`src/rtl/lphs_pkg.sv`:
```
// Shared types, constants and codes of the linear probing hash set.
package lphs_pkg;

  localparam int CAPACITY      = 1024;
  localparam int MAX_KEY_BYTES = 8;
  localparam int SLOT_W        = $clog2(CAPACITY);
  localparam int SIZE_W        = 11;
  localparam int KEY_W         = 64;
  localparam int LEN_W         = 4;
  localparam int COUNT_W       = 11;
  // Largest hash sum is 255 * (1 + 2 + ... + 8) = 9180.
  localparam int SUM_MAX       = 255 * MAX_KEY_BYTES * (MAX_KEY_BYTES + 1) / 2;
  localparam int SUM_W         = $clog2(SUM_MAX + 1);
  localparam int BIT_W         = $clog2(SUM_W);
  localparam int QUEUE_DEPTH   = 2;
  localparam int QPTR_W        = $clog2(QUEUE_DEPTH);
  localparam int APB_AW        = 3;
  localparam int APB_DW        = 32;

  localparam logic [SIZE_W-1:0] SIZE_RESET = SIZE_W'(1024);
  localparam logic [SIZE_W-1:0] SIZE_MIN   = SIZE_W'(2);
  localparam logic [SIZE_W-1:0] SIZE_MAX   = SIZE_W'(CAPACITY);

  localparam logic [APB_AW-1:0] ADDR_TABLE_SIZE = APB_AW'(0);

  localparam logic [1:0] MODE_LOOKUP = 2'd0;
  localparam logic [1:0] MODE_INSERT = 2'd1;
  localparam logic [1:0] MODE_REMOVE = 2'd2;

  localparam logic [1:0] STATUS_DONE    = 2'd0;
  localparam logic [1:0] STATUS_REFUSED = 2'd1;
  localparam logic [1:0] STATUS_NO_SLOT = 2'd2;

  typedef struct packed {
    logic [1:0]        mode;
    logic [LEN_W-1:0]  len;
    logic [KEY_W-1:0]  key;
    logic [SLOT_W-1:0] home;
  } req_t;

  typedef struct packed {
    logic             used;
    logic             removed;
    logic [LEN_W-1:0] len;
    logic [KEY_W-1:0] key;
  } slot_t;

  typedef enum logic [1:0] {
    F_IDLE,
    F_HASH,
    F_MOD,
    F_PUSH
  } front_state_e;

  typedef enum logic [1:0] {
    B_CLEAR,
    B_IDLE,
    B_READ,
    B_CHECK
  } back_state_e;

endpackage

```
`src/rtl/lphs_queue.sv`:
```
// Short request queue between the hashing front end and the probing back end.
module lphs_queue (
  input  logic           clk_i,
  input  logic           rst_ni,
  input  logic           push_i,
  input  lphs_pkg::req_t req_i,
  output logic           full_o,
  input  logic           pop_i,
  output logic           empty_o,
  output lphs_pkg::req_t req_o
);

  lphs_pkg::req_t entry_q [lphs_pkg::QUEUE_DEPTH];
  logic [lphs_pkg::QPTR_W-1:0] wr_q, rd_q;
  logic [lphs_pkg::QPTR_W:0]   fill_q;

  assign full_o  = (fill_q == (lphs_pkg::QPTR_W+1)'(lphs_pkg::QUEUE_DEPTH));
  assign empty_o = (fill_q == '0);
  assign req_o   = entry_q[rd_q];

  always_ff @(posedge clk_i or negedge rst_ni) begin
    if (!rst_ni) begin
      wr_q   <= '0;
      rd_q   <= '0;
      fill_q <= '0;
    end else begin
      if (push_i) begin
        wr_q <= (wr_q == lphs_pkg::QPTR_W'(lphs_pkg::QUEUE_DEPTH - 1)) ?
                '0 : wr_q + lphs_pkg::QPTR_W'(1);
      end
      if (pop_i) begin
        rd_q <= (rd_q == lphs_pkg::QPTR_W'(lphs_pkg::QUEUE_DEPTH - 1)) ?
                '0 : rd_q + lphs_pkg::QPTR_W'(1);
      end
      if (push_i && !pop_i) begin
        fill_q <= fill_q + (lphs_pkg::QPTR_W+1)'(1);
      end else if (pop_i && !push_i) begin
        fill_q <= fill_q - (lphs_pkg::QPTR_W+1)'(1);
      end
    end
  end

  always_ff @(posedge clk_i) begin
    if (push_i) begin
      entry_q[wr_q] <= req_i;
    end
  end

endmodule

```
`config.mk`:
```
export PLATFORM = sky130hd
export DESIGN_NAME = lphs_queue
export DESIGN_NICKNAME = d
export VERILOG_FILES = /design/src/rtl/lphs_pkg.sv /design/src/rtl/lphs_queue.sv
export SDC_FILE = /design/constraint.sdc
export NUM_CORES = 1
export LEC_CHECK = 0
export ABC_CLOCK_PERIOD_IN_PS = 11800
export BUFFER_PORTS_ARGS = -buffer_cell sky130_fd_sc_hd__buf_2
export CAP_MARGIN = 30
export CORE_AREA = 4 4 112 114
export CTS_CLUSTER_SIZE = 14
export DETAILED_ROUTE_END_ITERATION = 8
export DIE_AREA = 0 0 116 118
export MAX_ROUTING_LAYER = met4
export PLACE_DENSITY = 0.83
export SETUP_SLACK_MARGIN = 0.3
export SLEW_MARGIN = 20
export SYNTH_ARGS = -nofsm -noshare
export SYNTH_HDL_FRONTEND = slang
export SYNTH_SLANG_ARGS = --single-unit
```
`constraint.sdc`:
```
create_clock -name clk_i -period 11.8 [get_ports clk_i]
set_clock_uncertainty 0.2 [all_clocks]
set_input_delay 1.18 -clock clk_i [delete_from_list [all_inputs] [get_ports clk_i]]
set_output_delay 1.18 -clock clk_i [all_outputs]
set_load 0.1 [all_outputs]
```
==> impl_metrics.csv <==
group,metric,value,unit
outcome,outcome,"finished clean",
critical_path,max_stage_delay,0.86,ns
detailed_routing,drc,0,
clock_network,cts_max_level,4,
synth,syn_inst,265,
critical_path,endpoint_kind,"output port",
final_layout,area_growth,23.00,%
synth,synth_xor_area_share,0.6886,%
synth,ys_warn_count,0,
grt,grt_max_degree,53,
final_layout,fillerInstances,767,
detailed_routing,ant_nets,0,
synth,synth_top_area_share,75.55,%
synth,ys_types,13,
final_layout,num-nets-final,529,
detailed_routing,wire_per_inst,17.38,um
clock_network,post_cts_buffers,0,
synth,synth_top_cells_by_count,"edfxtp_1 (160), mux2_4 (79), buf_12 (8), dfrtp_1 (4), xor2_1 (4)",
timing,hold_viol,0,
critical_path,cp_max_fo,45,
detailed_routing,wl_met1,4104,um
critical_path,r2r-end,"entry_q[0][65]$_DFFE_PP_",
synth,yosysTopAreaCell,"edfxtp_1",
synth,async_reset_ff_share,2.439,%
detailed_routing,wl_met3,796,um
synth,synth_simple_gate_area_share,0.4131,%
hold_path,holdPathStages,1,
timing,max_freq,238.5,MHz
detailed_routing,vias,3008,
synth,synth_most_common_cell,"edfxtp_1",
timing,setup_tns,0,ns
die,coreArea,11420,sq um
clock_network,cts.sinks,164,
synth,synth.avg_cell_area,24.00,sq um
timing,tightest_slew,0.7962,ns
timing,hold_slack,0.3037,ns
die,die_h,118,um
timing,slew_viol_final,0,
synth,synth_compound_area_share,0,%
run,cap_violations,0,
critical_path,rrSetupSlack,9.66,ns
die,start_util,55.70,%
synth,syn-cell-area,6360,sq um
critical_path,path_cells,"buf_4 -> mux2_4 -> buf_2",
timing,rsz0062_at_grt,"no",
hold_path,hold_end,"fill_q[1]$_DFFE_PN0P_",
detailed_routing,viasPerCell,5.013,
grt,grt_overflow,0,
critical_path,reg2reg_from,"wr_q$_DFFE_PN0P_",
timing,setup_viol_count_final,0,
clock_network,clk_pin_slew,0.06,ns
clock_network,hold_buffers,0,
synth,synth_nets,350,
critical_path,critPathSlowestCell,"dfrtp_4",
grt,grt_first_pass_wirelength,16010,um
clock_network,cts_buffer_depth,2,
die,io_pins,166,
placed_design,gp_congestion,0.6867,
final_layout,n_antenna_cell,0,
hold_path,hold_class,"flop to flop",
critical_path,critPathLaunchType,"flop",
critical_path,cp.arrival,2.81,ns
synth,synth.area.mux_share,18.83,%
clock_network,cts_tree,"done",
clock_network,clkLatencyLatePin,0.40,ns
timing,min_period_over_period,35.53,%
timing,period_minus_slack,4.192,ns
synth,synth_edf_count,160,
grt,grt_pass1_vias,3219,
final_layout,fin_cells,600,
synth,ys_seq_elements,164,
critical_path,crit_buf_inv,2,
clock_network,ctsResizeCount,0,
timing,slew_headroom,46.92,%
placed_design,placed_cells,568,
grt,antenna_found_initial,0,
placed_design,hpwlAfterDp,7131,um
placed_design,io_buffer_count,165,
detailed_routing,drtPass1Iterations,4,
clock_network,root_buffer,"clkbuf_16",
die,design.die.area,13690,sq um
detailed_routing,first_iter_violations,194,
detailed_routing,wl_met2,5393,um
detailed_routing,top_layer,"met4",
critical_path,crit_family,"buffers and inverters",
clock_network,numCtsBuffers,17,
detailed_routing,wirelength,10430,um
final_layout,drive_gt1_share,61.27,%
die,rows,39,
synth,synth_adder_area_share,0.1967,%
critical_path,r2r_cells,2,
synth,synth.yosys.seq_area_share,77.12,%
synth,synth_top_flop_cell,"edfxtp_1",
hold_path,hp-start,"fill_q[1]$_DFFE_PN0P_",
grt,grt.total_usage,16.03,%
die,die_w,116,um
synth,synth_top_family_by_area,"multiplexers",
critical_path,required,10.42,ns
synth,yosys-top-cells-area,"edfxtp_1 (76%), mux2_4 (19%), buf_12 (2.5%), dfrtp_1 (1.6%), xor2_1 (0.55%)",
critical_path,critical_path_class,"flop to output port",
flip-flops by register name, indices dropped and copies added, names as in the netlist:
| register | flops |
|---|---|
| entry_q | 160 |
| fill_q | 2 |
| rd_q | 1 |
| wr_q | 1 |
metal layers:
metal,vias to the layer above,track usage [%]
met1,1473,18.58
met2,112,26.08
met5,-,-
met4,0,5.874
met3,14,5.141
li1,1409,-
worst max path at each step:
stage          slack [ns]  cells past startpoint                      end              from
2_1_floorplan        6.39                      1  entry_q[0][0]$_DFFE_PP_            push_i
3_3_place_gp         8.04                      3                req_o[32]  rd_q$_DFFE_PN0P_
3_5_place_dp         8.02                      3                req_o[78]  rd_q$_DFFE_PN0P_
4_1_cts              7.57                      3                req_o[78]  rd_q$_DFFE_PN0P_
5_1_grt              7.47                      3                req_o[78]  rd_q$_DFFE_PN0P_
6_report             7.61                      3                req_o[78]  rd_q$_DFFE_PN0P_
stage by stage:
step                      cell area (sq um)  setup slack [ns]  utilization (%)
final                                  7823             7.608            68.51
after global routing                   7823             7.472            68.51
after CTS                              7823             7.573            68.51
after detailed placement               7277             8.025            63.73
after global placement                 7222             8.039            63.25
after floorplan                        6360             6.394                -
worst register-to-register path, stage by stage, from the launching register on:
cell	delay, ns
dfrtp_1	0.42
nor2b_4	0.53
buf_4	0.59
cell families (layout without fill, tap and decap cells):
kind of cell             Yosys count  in the layout
adder cells (fa/ha/maj)            1              1
flip-flops                       164            164
multiplexers                      80             80
AND/OR/NAND/NOR                    5              5
XOR/XNOR                           5              5
buffers and inverters             10            202
layout by cell type (no fill, tap or decap):
| cell type | Yosys | layout |
|---|---|---|
| buf_2 | 0 | 165 |
| edfxtp_1 | 160 | 160 |
| mux2_4 | 79 | 79 |
| clkbuf_16 | 0 | 17 |
| xor2_1 | 4 | 4 |
| clkinv_4 | 0 | 4 |
| clkinvlp_4 | 0 | 4 |
| dfrtp_1 | 4 | 3 |
| nor2_1 | 2 | 2 |
| clkinv_2 | 0 | 2 |
| clkinv_1 | 0 | 2 |
| clkbuf_1 | 0 | 2 |
| buf_16 | 0 | 2 |
| buf_4 | 0 | 2 |
| inv_1 | 1 | 1 |
| nor2b_1 | 2 | 1 |
| and2_4 | 0 | 1 |
| nor2b_4 | 0 | 1 |
| xnor2_1 | 1 | 1 |
| mux2_2 | 1 | 1 |
| ha_1 | 1 | 1 |
| bufinv_16 | 0 | 1 |
| dfrtp_4 | 0 | 1 |
area by class of cell:
type                    count  area, sq um  share of cell area (%)
inverters                   1        3.754                 0.04798
well taps                 143        178.9                   2.287
repair buffers            169        895.9                   11.45
multi-input cells          91         1290                   16.49
clock buffers              19        432.9                   5.534
clock inverters            13        112.6                   1.440
flip-flops and latches    164         4908                   62.75
Power is not shown: default switching activity piles up to over one toggle a cycle in this logic, so the estimate is an artifact.
