**src/rtl/lphs_pkg.sv**
```systemverilog
// Shared types, constants and codes of the linear probing hash set.
package lphs_pkg;

  localparam int CAPACITY      = 1024;
  localparam int MAX_KEY_BYTES = 8;
  localparam int SLOT_W        = $clog2(CAPACITY);
  localparam int SIZE_W        = 11;
  localparam int KEY_W         = 64;
  localparam int LEN_W         = 4;
  localparam int COUNT_W       = 11;
  // Largest hash sum is 255 * (1 + 2 + ... + 8) = 9180.
  localparam int SUM_MAX       = 255 * MAX_KEY_BYTES * (MAX_KEY_BYTES + 1) / 2;
  localparam int SUM_W         = $clog2(SUM_MAX + 1);
  localparam int BIT_W         = $clog2(SUM_W);
  localparam int QUEUE_DEPTH   = 2;
  localparam int QPTR_W        = $clog2(QUEUE_DEPTH);
  localparam int APB_AW        = 3;
  localparam int APB_DW        = 32;

  localparam logic [SIZE_W-1:0] SIZE_RESET = SIZE_W'(1024);
  localparam logic [SIZE_W-1:0] SIZE_MIN   = SIZE_W'(2);
  localparam logic [SIZE_W-1:0] SIZE_MAX   = SIZE_W'(CAPACITY);

  localparam logic [APB_AW-1:0] ADDR_TABLE_SIZE = APB_AW'(0);

  localparam logic [1:0] MODE_LOOKUP = 2'd0;
  localparam logic [1:0] MODE_INSERT = 2'd1;
  localparam logic [1:0] MODE_REMOVE = 2'd2;

  localparam logic [1:0] STATUS_DONE    = 2'd0;
  localparam logic [1:0] STATUS_REFUSED = 2'd1;
  localparam logic [1:0] STATUS_NO_SLOT = 2'd2;

  typedef struct packed {
    logic [1:0]        mode;
    logic [LEN_W-1:0]  len;
    logic [KEY_W-1:0]  key;
    logic [SLOT_W-1:0] home;
  } req_t;

  typedef struct packed {
    logic             used;
    logic             removed;
    logic [LEN_W-1:0] len;
    logic [KEY_W-1:0] key;
  } slot_t;

  typedef enum logic [1:0] {
    F_IDLE,
    F_HASH,
    F_MOD,
    F_PUSH
  } front_state_e;

  typedef enum logic [1:0] {
    B_CLEAR,
    B_IDLE,
    B_READ,
    B_CHECK
  } back_state_e;

endpackage

```
**src/rtl/lphs_front.sv**
```systemverilog
// Front end: takes a request, cleans the key, hashes it and reduces it to a home slot.
module lphs_front (
  input  logic                         clk_i,
  input  logic                         rst_ni,
  input  logic                         accept_i,
  input  logic [1:0]                   mode_i,
  input  logic [lphs_pkg::KEY_W-1:0]   key_bytes_i,
  input  logic [lphs_pkg::LEN_W-1:0]   key_length_i,
  input  logic [lphs_pkg::SIZE_W-1:0]  size_i,
  input  logic                         full_i,
  output logic                         busy_o,
  output logic                         push_o,
  output lphs_pkg::req_t               req_o
);

  lphs_pkg::front_state_e state_q, state_d;
  logic [1:0]                  mode_q, mode_d;
  logic [lphs_pkg::LEN_W-1:0]  len_q, len_d;
  logic [lphs_pkg::KEY_W-1:0]  key_q, key_d;
  logic [lphs_pkg::KEY_W-1:0]  shift_q, shift_d;
  logic [lphs_pkg::LEN_W-1:0]  idx_q, idx_d;
  logic [lphs_pkg::SUM_W-1:0]  sum_q, sum_d;
  logic [lphs_pkg::BIT_W-1:0]  bit_q, bit_d;

  logic [lphs_pkg::LEN_W-1:0]  len_clamp;
  logic [lphs_pkg::KEY_W-1:0]  key_clean;
  logic [lphs_pkg::SUM_W-1:0]  quot_part;
  logic [lphs_pkg::SUM_W+lphs_pkg::SIZE_W-1:0] size_shift;
  logic [lphs_pkg::LEN_W+7:0]  product;

  always_comb begin
    len_clamp = (key_length_i > lphs_pkg::LEN_W'(lphs_pkg::MAX_KEY_BYTES)) ?
                lphs_pkg::LEN_W'(lphs_pkg::MAX_KEY_BYTES) : key_length_i;
    for (int b = 0; b < lphs_pkg::MAX_KEY_BYTES; b++) begin
      key_clean[8*b +: 8] = (lphs_pkg::LEN_W'(b) < len_clamp) ? key_bytes_i[8*b +: 8] : 8'd0;
    end
    for (int b = lphs_pkg::MAX_KEY_BYTES; b < lphs_pkg::KEY_W / 8; b++) begin
      key_clean[8*b +: 8] = 8'd0;
    end
  end

  assign product    = shift_q[7:0] * (idx_q + lphs_pkg::LEN_W'(1));
  assign quot_part  = sum_q >> bit_q;
  assign size_shift = {{lphs_pkg::SUM_W{1'b0}}, size_i} << bit_q;

  always_comb begin
    state_d = state_q;
    mode_d  = mode_q;
    len_d   = len_q;
    key_d   = key_q;
    shift_d = shift_q;
    idx_d   = idx_q;
    sum_d   = sum_q;
    bit_d   = bit_q;
    push_o  = 1'b0;
    case (state_q)
      lphs_pkg::F_IDLE: begin
        if (accept_i) begin
          mode_d  = mode_i;
          len_d   = len_clamp;
          key_d   = key_clean;
          shift_d = key_clean;
          idx_d   = '0;
          sum_d   = '0;
          state_d = lphs_pkg::F_HASH;
        end
      end
      lphs_pkg::F_HASH: begin
        // Bytes past the length are already zero, so every byte position is summed.
        sum_d   = sum_q + lphs_pkg::SUM_W'(product);
        shift_d = shift_q >> 8;
        idx_d   = idx_q + lphs_pkg::LEN_W'(1);
        if (idx_q == lphs_pkg::LEN_W'(lphs_pkg::MAX_KEY_BYTES - 1)) begin
          bit_d   = lphs_pkg::BIT_W'(lphs_pkg::SUM_W - 1);
          state_d = lphs_pkg::F_MOD;
        end
      end
      lphs_pkg::F_MOD: begin
        // Restoring remainder, one quotient bit per cycle.
        if ({{lphs_pkg::SIZE_W{1'b0}}, quot_part} >=
            {{lphs_pkg::SUM_W{1'b0}}, size_i}) begin
          sum_d = sum_q - size_shift[lphs_pkg::SUM_W-1:0];
        end
        if (bit_q == '0) begin
          state_d = lphs_pkg::F_PUSH;
        end else begin
          bit_d = bit_q - lphs_pkg::BIT_W'(1);
        end
      end
      lphs_pkg::F_PUSH: begin
        if (!full_i) begin
          push_o  = 1'b1;
          state_d = lphs_pkg::F_IDLE;
        end
      end
      default: state_d = lphs_pkg::F_IDLE;
    endcase
  end

  always_ff @(posedge clk_i or negedge rst_ni) begin
    if (!rst_ni) begin
      state_q <= lphs_pkg::F_IDLE;
    end else begin
      state_q <= state_d;
    end
  end

  always_ff @(posedge clk_i) begin
    mode_q  <= mode_d;
    len_q   <= len_d;
    key_q   <= key_d;
    shift_q <= shift_d;
    idx_q   <= idx_d;
    sum_q   <= sum_d;
    bit_q   <= bit_d;
  end

  assign busy_o     = (state_q != lphs_pkg::F_IDLE);
  assign req_o.mode = mode_q;
  assign req_o.len  = len_q;
  assign req_o.key  = key_q;
  assign req_o.home = sum_q[lphs_pkg::SLOT_W-1:0];

endmodule

```
**config.mk**
```make
export PLATFORM = sky130hd
export DESIGN_NAME = lphs_front
export DESIGN_NICKNAME = d
export VERILOG_FILES = /design/src/rtl/lphs_pkg.sv /design/src/rtl/lphs_front.sv
export SDC_FILE = /design/constraint.sdc
export NUM_CORES = 1
export LEC_CHECK = 0
export BUFFER_PORTS_ARGS = -buffer_cell sky130_fd_sc_hd__buf_2
export CAP_MARGIN = 0
export CORE_ASPECT_RATIO = 1.25
export CORE_UTILIZATION = 52
export CTS_CLUSTER_DIAMETER = 150
export DETAILED_ROUTE_END_ITERATION = 10
export GPL_ROUTABILITY_DRIVEN = 1
export MAX_ROUTING_LAYER = met4
export PLACE_DENSITY = 0.77
export SYNTH_ARGS = -nofsm -noshare
export SYNTH_HDL_FRONTEND = slang
export SYNTH_SLANG_ARGS = --single-unit
export TNS_END_PERCENT = 20
```
**constraint.sdc**
```tcl
create_clock -name clk_i -period 6.4 [get_ports clk_i]
set_input_delay 0.64 -clock clk_i [delete_from_list [all_inputs] [get_ports clk_i]]
set_output_delay 0.64 -clock clk_i [all_outputs]
set_load 0.05 [all_outputs]
```
==> run_results.csv, run 1 <==
group,metric,value,unit
run_status,outcome,"completed",
synthesis,syn_area_per_cell,11.8,um^2
routing,viasPerCell,5.52,
setup_path,startpoint_type,"flip-flop",
global_route,grtUsageTotal,23.3,%
setup_path,cp_slowest_cell,"fa_1",
floorplanning,placeableCoreArea,18200,um^2
cells_and_area,areaGrowthSynthToFinish,17.2,%
setup_path,r2r-end,"sum_q[13]",
run,cap_violations,0,
setup_path,path_cells,"ha_1, and3_1, and2_1, fa_1, fa_1, inv_1, fa_1, inv_1, ha_1, and3_1, a22oi_2, a2bb2oi_2, nor3_2, nand3_1, xnor2_1, o21ai_1, ha_1, a21o_1, a21oi_1, a21oi_1, a311oi_2, xor2_1, or2_2, mux2i_1",
clock_network,h-tree-depth,4,
place,dp_hpwl,15.8,mm
floorplanning,fp.dieArea,19200,um^2
place,pre_cts_slack,91.0,ps
cells_and_area,postLayoutCoreUtil,62.7,%
setup_path,path_buf_inv,2,
synthesis,synth_common_cells,"156 x edfxtp_1, 88 x and2_1, 58 x mux2_2",
setup_path,slowest_delay,540,ps
hold_path,min-delay-path-class,"in -> reg",
setup_path,r2r_start,"idx_q[0]",
sta,tightest_slew,1060,ps
routing,drt_iter0_markers,293,
sta,fin_crit_sh,95.0,%
synthesis,synth.most_common_cell,"edfxtp_1",
routing,antenna_left,0,
floorplanning,row_count,55,
clock_network,numCtsBuffers,17,
floorplanning,initial_core_util,53.5,%
floorplanning,num_io_pins,167,
cells_and_area,nFillCells,1473,
clock_network,root_buffer,"clkbuf_16",
routing,drt_pass1_iterations,5,
sta,period_minus_slack,6080,ps
synthesis,synth-seq-area-share,48.7,%
synthesis,synth_top_area_share,48.2,%
synthesis,synth_seq_cells,158,
cells_and_area,drive_gt1_share,30.7,%
synthesis,synth_compound_area_share,9.53,%
setup_path,critical_path.top_delay_family,"adder cells",
floorplanning,dieHeight,155,um
clock_network,cts_buffer_depth,2,
synthesis,yosys.area_share.adder,10.4,%
global_route,grt_pass1_vias,6671,
setup_path,rrSetupSlack,320,ps
clock_network,clkSinkCount,158,
global_route,antenna_found_initial,3,
place,globalplace.congestion,0.883,
synthesis,synth-xor-area-share,2.69,%
global_route,grt_overflow_total,0,
floorplanning,die_w,124,um
global_route,grt_max_degree,72,
sta,finalSetupViolCount,0,
cells_and_area,multiInputGateArea,4660,um^2
setup_path,critPathCaptureType,"flip-flop",
hold_path,holdCritStartpoint,"mode_i[0]",
sta,tns,0,ps
synthesis,synth.area.top_cells,"edfxtp_1 48%, mux2_2 6.7%, ha_1 6.7%",
cells_and_area,nets,1130,
sta,fin_ws,317,ps
synthesis,synth_warnings,0,
place,port_buffers,166,
sta,max_freq,164,MHz
setup_path,reg2reg_depth,24,
synthesis,synthSimpleGateAreaFrac,14.4,%
sta,maxSlewViolCount,0,
hold_path,min_to,"mode_q[0]",
sta,hold_viol,0,
sta,max_slew_margin,29.5,%
setup_path,cp.arrival,6350,ps
synthesis,synth_cells,822,
synthesis,synth_area,9720,um^2
sta,skew,9.89,ps
clock_network,cts_tree,"done",
clock_network,clkLatencyLatePin,430,ps
routing,route.detailed.drc,0,
global_route,grt_pass1_wl,33.9,mm
routing,totalWireLength,21.6,mm
setup_path,critPathKind,"reg -> reg",
synthesis,yosys.area.top_type,"edfxtp_1",
synthesis,synth_cell_types,73,
clock_network,path_clk_slew,70,ps
setup_path,worstPathRequired,6670,ps
routing,route.detailed.wl_per_inst,17.7,um
synthesis,synth_edf_count,156,
synthesis,ys_async_sr_fraction,1.27,%
synthesis,synth_top_family_by_area,"simple AND/OR/NAND/NOR gates",
cells_and_area,final-seq-area,4730,um^2
synthesis,synth_mux_area_share,10.1,%
hold_path,min_delay_path_depth,1,
synthesis,synth_nets,977,
synthesis,synth-main-ff-cell,"edfxtp_1",
routing,vias,6725,
setup_path,path_max_fanout,8,
==> worst max path at each step <==
stage	from	end	slack [ps]	cells past startpoint
CTS	idx_q[0]	sum_q[13]	60	24
finish	idx_q[0]	sum_q[13]	320	24
global route	idx_q[0]	sum_q[13]	-5	24
global placement	idx_q[0]	sum_q[13]	260	24
detailed placement	idx_q[0]	sum_q[13]	90	24
floorplan	idx_q[0]	sum_q[13]	310	26
==> flip-flops by register name (all words and copies together), names as in the netlist <==
signal and flops:
bit_q 4, idx_q 4, key_q 64, len_q 4
mode_q 2, shift_q 64, state_q 2, sum_q 14
==> kinds of logic (layout without fill, tap and decap cells) <==
logic type | Yosys count | after routing
xor+xnor | 29 | 29
fa+ha+maj | 70 | 70
simple gates | 258 | 258
flops | 158 | 158
other cells | 0 | 3
compound gates | 126 | 126
buf+inv | 94 | 260
mux | 87 | 87
==> cell type report <==
class                   instances  area share, %
flip-flops and latches        158           41.6
multi-input cells             570           40.9
repair buffers                178           8.11
clock buffers                  17           3.73
well taps                     228           2.50
inverters                      50           1.65
clock inverters                15           1.49
diodes                          3         0.0659
==> through the flow <==
stage | area (um^2) | hold slack [ps] | std cells
after CTS | 11300 | 378 | 1213
after detailed placement | 10700 | 426 | 1180
after global routing | 11400 | 378 | 1219
after global placement | 10700 | 425 | 1180
final | 11400 | 395 | 1219
after floorplan | 9720 | 344 | 822
==> cell usage in the layout, fill, tap and decap left out, types with 3 or more instances in the layout <==
cell type	synthesis	routed
buf_2	5	166
edfxtp_1	156	156
and2_1	88	87
mux2_2	58	58
ha_1	52	50
inv_1	49	49
nor2_1	46	46
nand2_1	41	41
nor2b_1	32	32
a21oi_1	27	27
mux2i_1	26	26
xnor2_1	23	21
fa_1	18	18
clkbuf_16	0	17
a21o_1	15	14
a211oi_1	12	11
buf_4	11	11
o21ai_0	11	10
nor3_1	10	9
nand2b_1	8	8
nand3_1	6	6
o21a_1	6	6
inv_6	0	6
and3_1	5	5
o22ai_1	5	5
o211a_1	5	5
o21ai_1	3	4
xor2_1	5	4
o221ai_1	4	4
or2_2	4	4
diode_2	0	3
mux4_2	3	3
nor4_1	3	3
or3_1	3	3
clkinv_8	0	3
==> layer usage <==
layer | share of wire (%) | vias to the layer above | track usage, %
li1 | - | 3271 | -
met1 | 40 | 3232 | 26.2
met2 | 52 | 189 | 40.0
met3 | 6.1 | 33 | 5.98
met4 | 2.2 | 0 | 8.55
met5 | 0 | - | -
==> repair_timing <==
action,4_1_cts,5_1_grt
setup endpoints to repair,0,4
hold endpoints to repair,2,0
gates resized for setup,0,10
setup buffers,0,3
hold buffers,1,0
Power of run 1 is left out: the tool's default activity adds up to more than one toggle a clock period on the data nets, which glitch-free logic cannot reach.
==> inputs of run 2 (changes only) <==
--- a/config.mk
+++ b/config.mk
@@ -8,12 +8,13 @@
 export BUFFER_PORTS_ARGS = -buffer_cell sky130_fd_sc_hd__buf_2
 export CAP_MARGIN = 0
 export CORE_ASPECT_RATIO = 1.25
-export CORE_UTILIZATION = 52
+export CORE_UTILIZATION = 45
 export CTS_CLUSTER_DIAMETER = 150
 export DETAILED_ROUTE_END_ITERATION = 10
 export GPL_ROUTABILITY_DRIVEN = 1
 export MAX_ROUTING_LAYER = met4
-export PLACE_DENSITY = 0.77
+export PLACE_DENSITY = 0.68
+export SKIP_LAST_GASP = 1
 export SYNTH_ARGS = -nofsm -noshare
 export SYNTH_HDL_FRONTEND = slang
 export SYNTH_SLANG_ARGS = --single-unit
==> run_results.csv, run 2 (synthesis results as in run 1) <==
group,metric,value,unit
routing,drt_iter0_markers,381,
floorplanning,dieHeight,166,um
cells_and_area,nFillCells,1864,
floorplanning,fp.dieArea,22200,um^2
setup_path,crit_top_cell,"fa_1",
setup_path,slowest_delay,540,ps
setup_path,r2r-end,"sum_q[13]",
routing,route.detailed.wl_per_inst,17.4,um
setup_path,critical_path.top_delay_family,"adder cells",
setup_path,worstPathRequired,6690,ps
place,globalplace.congestion,0.903,
routing,totalWireLength,22.1,mm
setup_path,path_buf_inv,2,
hold_path,min-delay-path-class,"in -> reg",
cells_and_area,final_cell_mix,"166 x buf_2, 156 x edfxtp_1, 87 x and2_1",
setup_path,cp_slowest_cell,"fa_1",
floorplanning,num_io_pins,167,
global_route,grt_max_degree,71,
floorplanning,placeableCoreArea,21000,um^2
setup_path,path_cells,"ha_1, and3_2, and2_1, fa_1, fa_1, inv_1, fa_1, inv_1, ha_2, and3_1, a221oi_2, a2bb2oi_2, nor2_1, nand2_1, xor2_1, o21ai_0, ha_1, a21o_2, nand4_1, a21oi_1, a311oi_2, xor2_1, or2_2, mux2i_1",
cells_and_area,layout_commonest_cell,"buf_2",
place,dp_hpwl,16.1,mm
cells_and_area,reg_top3,"key_q x64, shift_q x64, sum_q x14",
cells_and_area,drive_gt1_share,30.9,%
run,cap_violations,0,
sta,finalSetupViolCount,0,
clock_network,root_buffer,"clkbuf_16",
clock_network,numCtsBuffers,17,
sta,fin_crit_sh,94.3,%
setup_path,rrSetupSlack,370,ps
sta,maxSlewViolCount,0,
hold_path,min_delay_path_depth,1,
setup_path,startpoint_type,"flip-flop",
sta,max_freq,166,MHz
floorplanning,die_w,133,um
sta,skew,9.84,ps
cells_and_area,areaGrowthSynthToFinish,18.1,%
setup_path,critPathCaptureType,"flip-flop",
clock_network,h-tree-depth,4,
cells_and_area,final-seq-area,4730,um^2
clock_network,cts_tree,"done",
setup_path,r2r_start,"idx_q[0]",
global_route,grt_overflow_total,0,
global_route,grtUsageTotal,21.0,%
global_route,antenna_found_initial,2,
clock_network,path_clk_slew,70,ps
setup_path,path_max_fanout,8,
hold_path,min_to,"mode_q[1]",
cells_and_area,postLayoutCoreUtil,54.8,%
sta,hold_viol,0,
routing,vias,6750,
setup_path,critPathKind,"reg -> reg",
routing,antenna_left,0,
clock_network,clkSinkCount,158,
setup_path,cp.arrival,6320,ps
cells_and_area,nets,1132,
clock_network,cts_buffer_depth,2,
cells_and_area,multiInputGateArea,4660,um^2
clock_network,clkLatencyLatePin,440,ps
hold_path,holdCritStartpoint,"mode_i[1]",
routing,route.detailed.drc,0,
sta,tightest_slew,976,ps
global_route,grt_pass1_wl,34.9,mm
sta,max_slew_margin,34.9,%
place,port_buffers,166,
setup_path,cp-startpoint,"idx_q[0]",
sta,period_minus_slack,6030,ps
run_status,outcome,"completed",
setup_path,reg2reg_depth,24,
global_route,grt_pass1_vias,6762,
routing,viasPerCell,5.33,
routing,drt_pass1_iterations,5,
floorplanning,row_count,59,
floorplanning,initial_core_util,46.3,%
run 2: area by class of cell:
class                      instances  area share [%]
sequential                       158            41.2
multi-input combinational        570            40.6
timing repair buffer             180            8.18
clock buffer                      17            3.71
tap                              274            2.99
clock inverter                    15            1.64
inverter                          50            1.64
antenna                            2          0.0436
run 2: repair_timing:
action	4_1_cts	5_1_grt
setup endpoints to repair	0	3
hold buffers	1	0
resized for setup	0	9
endpoints found under the hold margin	2	0
setup buffers	0	5
run 2: metrics by stage:
| stage | setup slack [ps] | TNS [ps] | hold slack (ps) | instance area (um^2) | cells |
|---|---|---|---|---|---|
| 5_1_grt | -21.8 | -21.8 | 374 | 11500 | 1266 |
| 2_1_floorplan | 311 | 0 | 344 | 9720 | 822 |
| 4_1_cts | 282 | 0 | 370 | 11400 | 1259 |
| 6_report | 366 | 0 | 381 | 11500 | 1266 |
| 3_5_place_dp | 325 | 0 | 427 | 10800 | 1226 |
| 3_3_place_gp | 413 | 0 | 426 | 10800 | 1226 |
run 2: worst max-delay path by stage:
stage                endpoint  slack, ps  cells after the start
global route        sum_q[13]        -20                     26
global placement    sum_q[11]        410                     21
CTS                 sum_q[13]        280                     24
detailed placement  sum_q[13]        330                     24
floorplan           sum_q[13]        310                     26
finish              sum_q[13]        370                     24
run 2: metal layers:
layer  up-vias  global-route usage, %  routed length [um]
li1       3279                      -                   -
met1      3250                   24.3                8910
met2       190                   35.1               11300
met3        31                   5.62                1430
met4         0                   6.62                 448
met5         -                      -                   0
Power of run 2 is left out for the same reason.
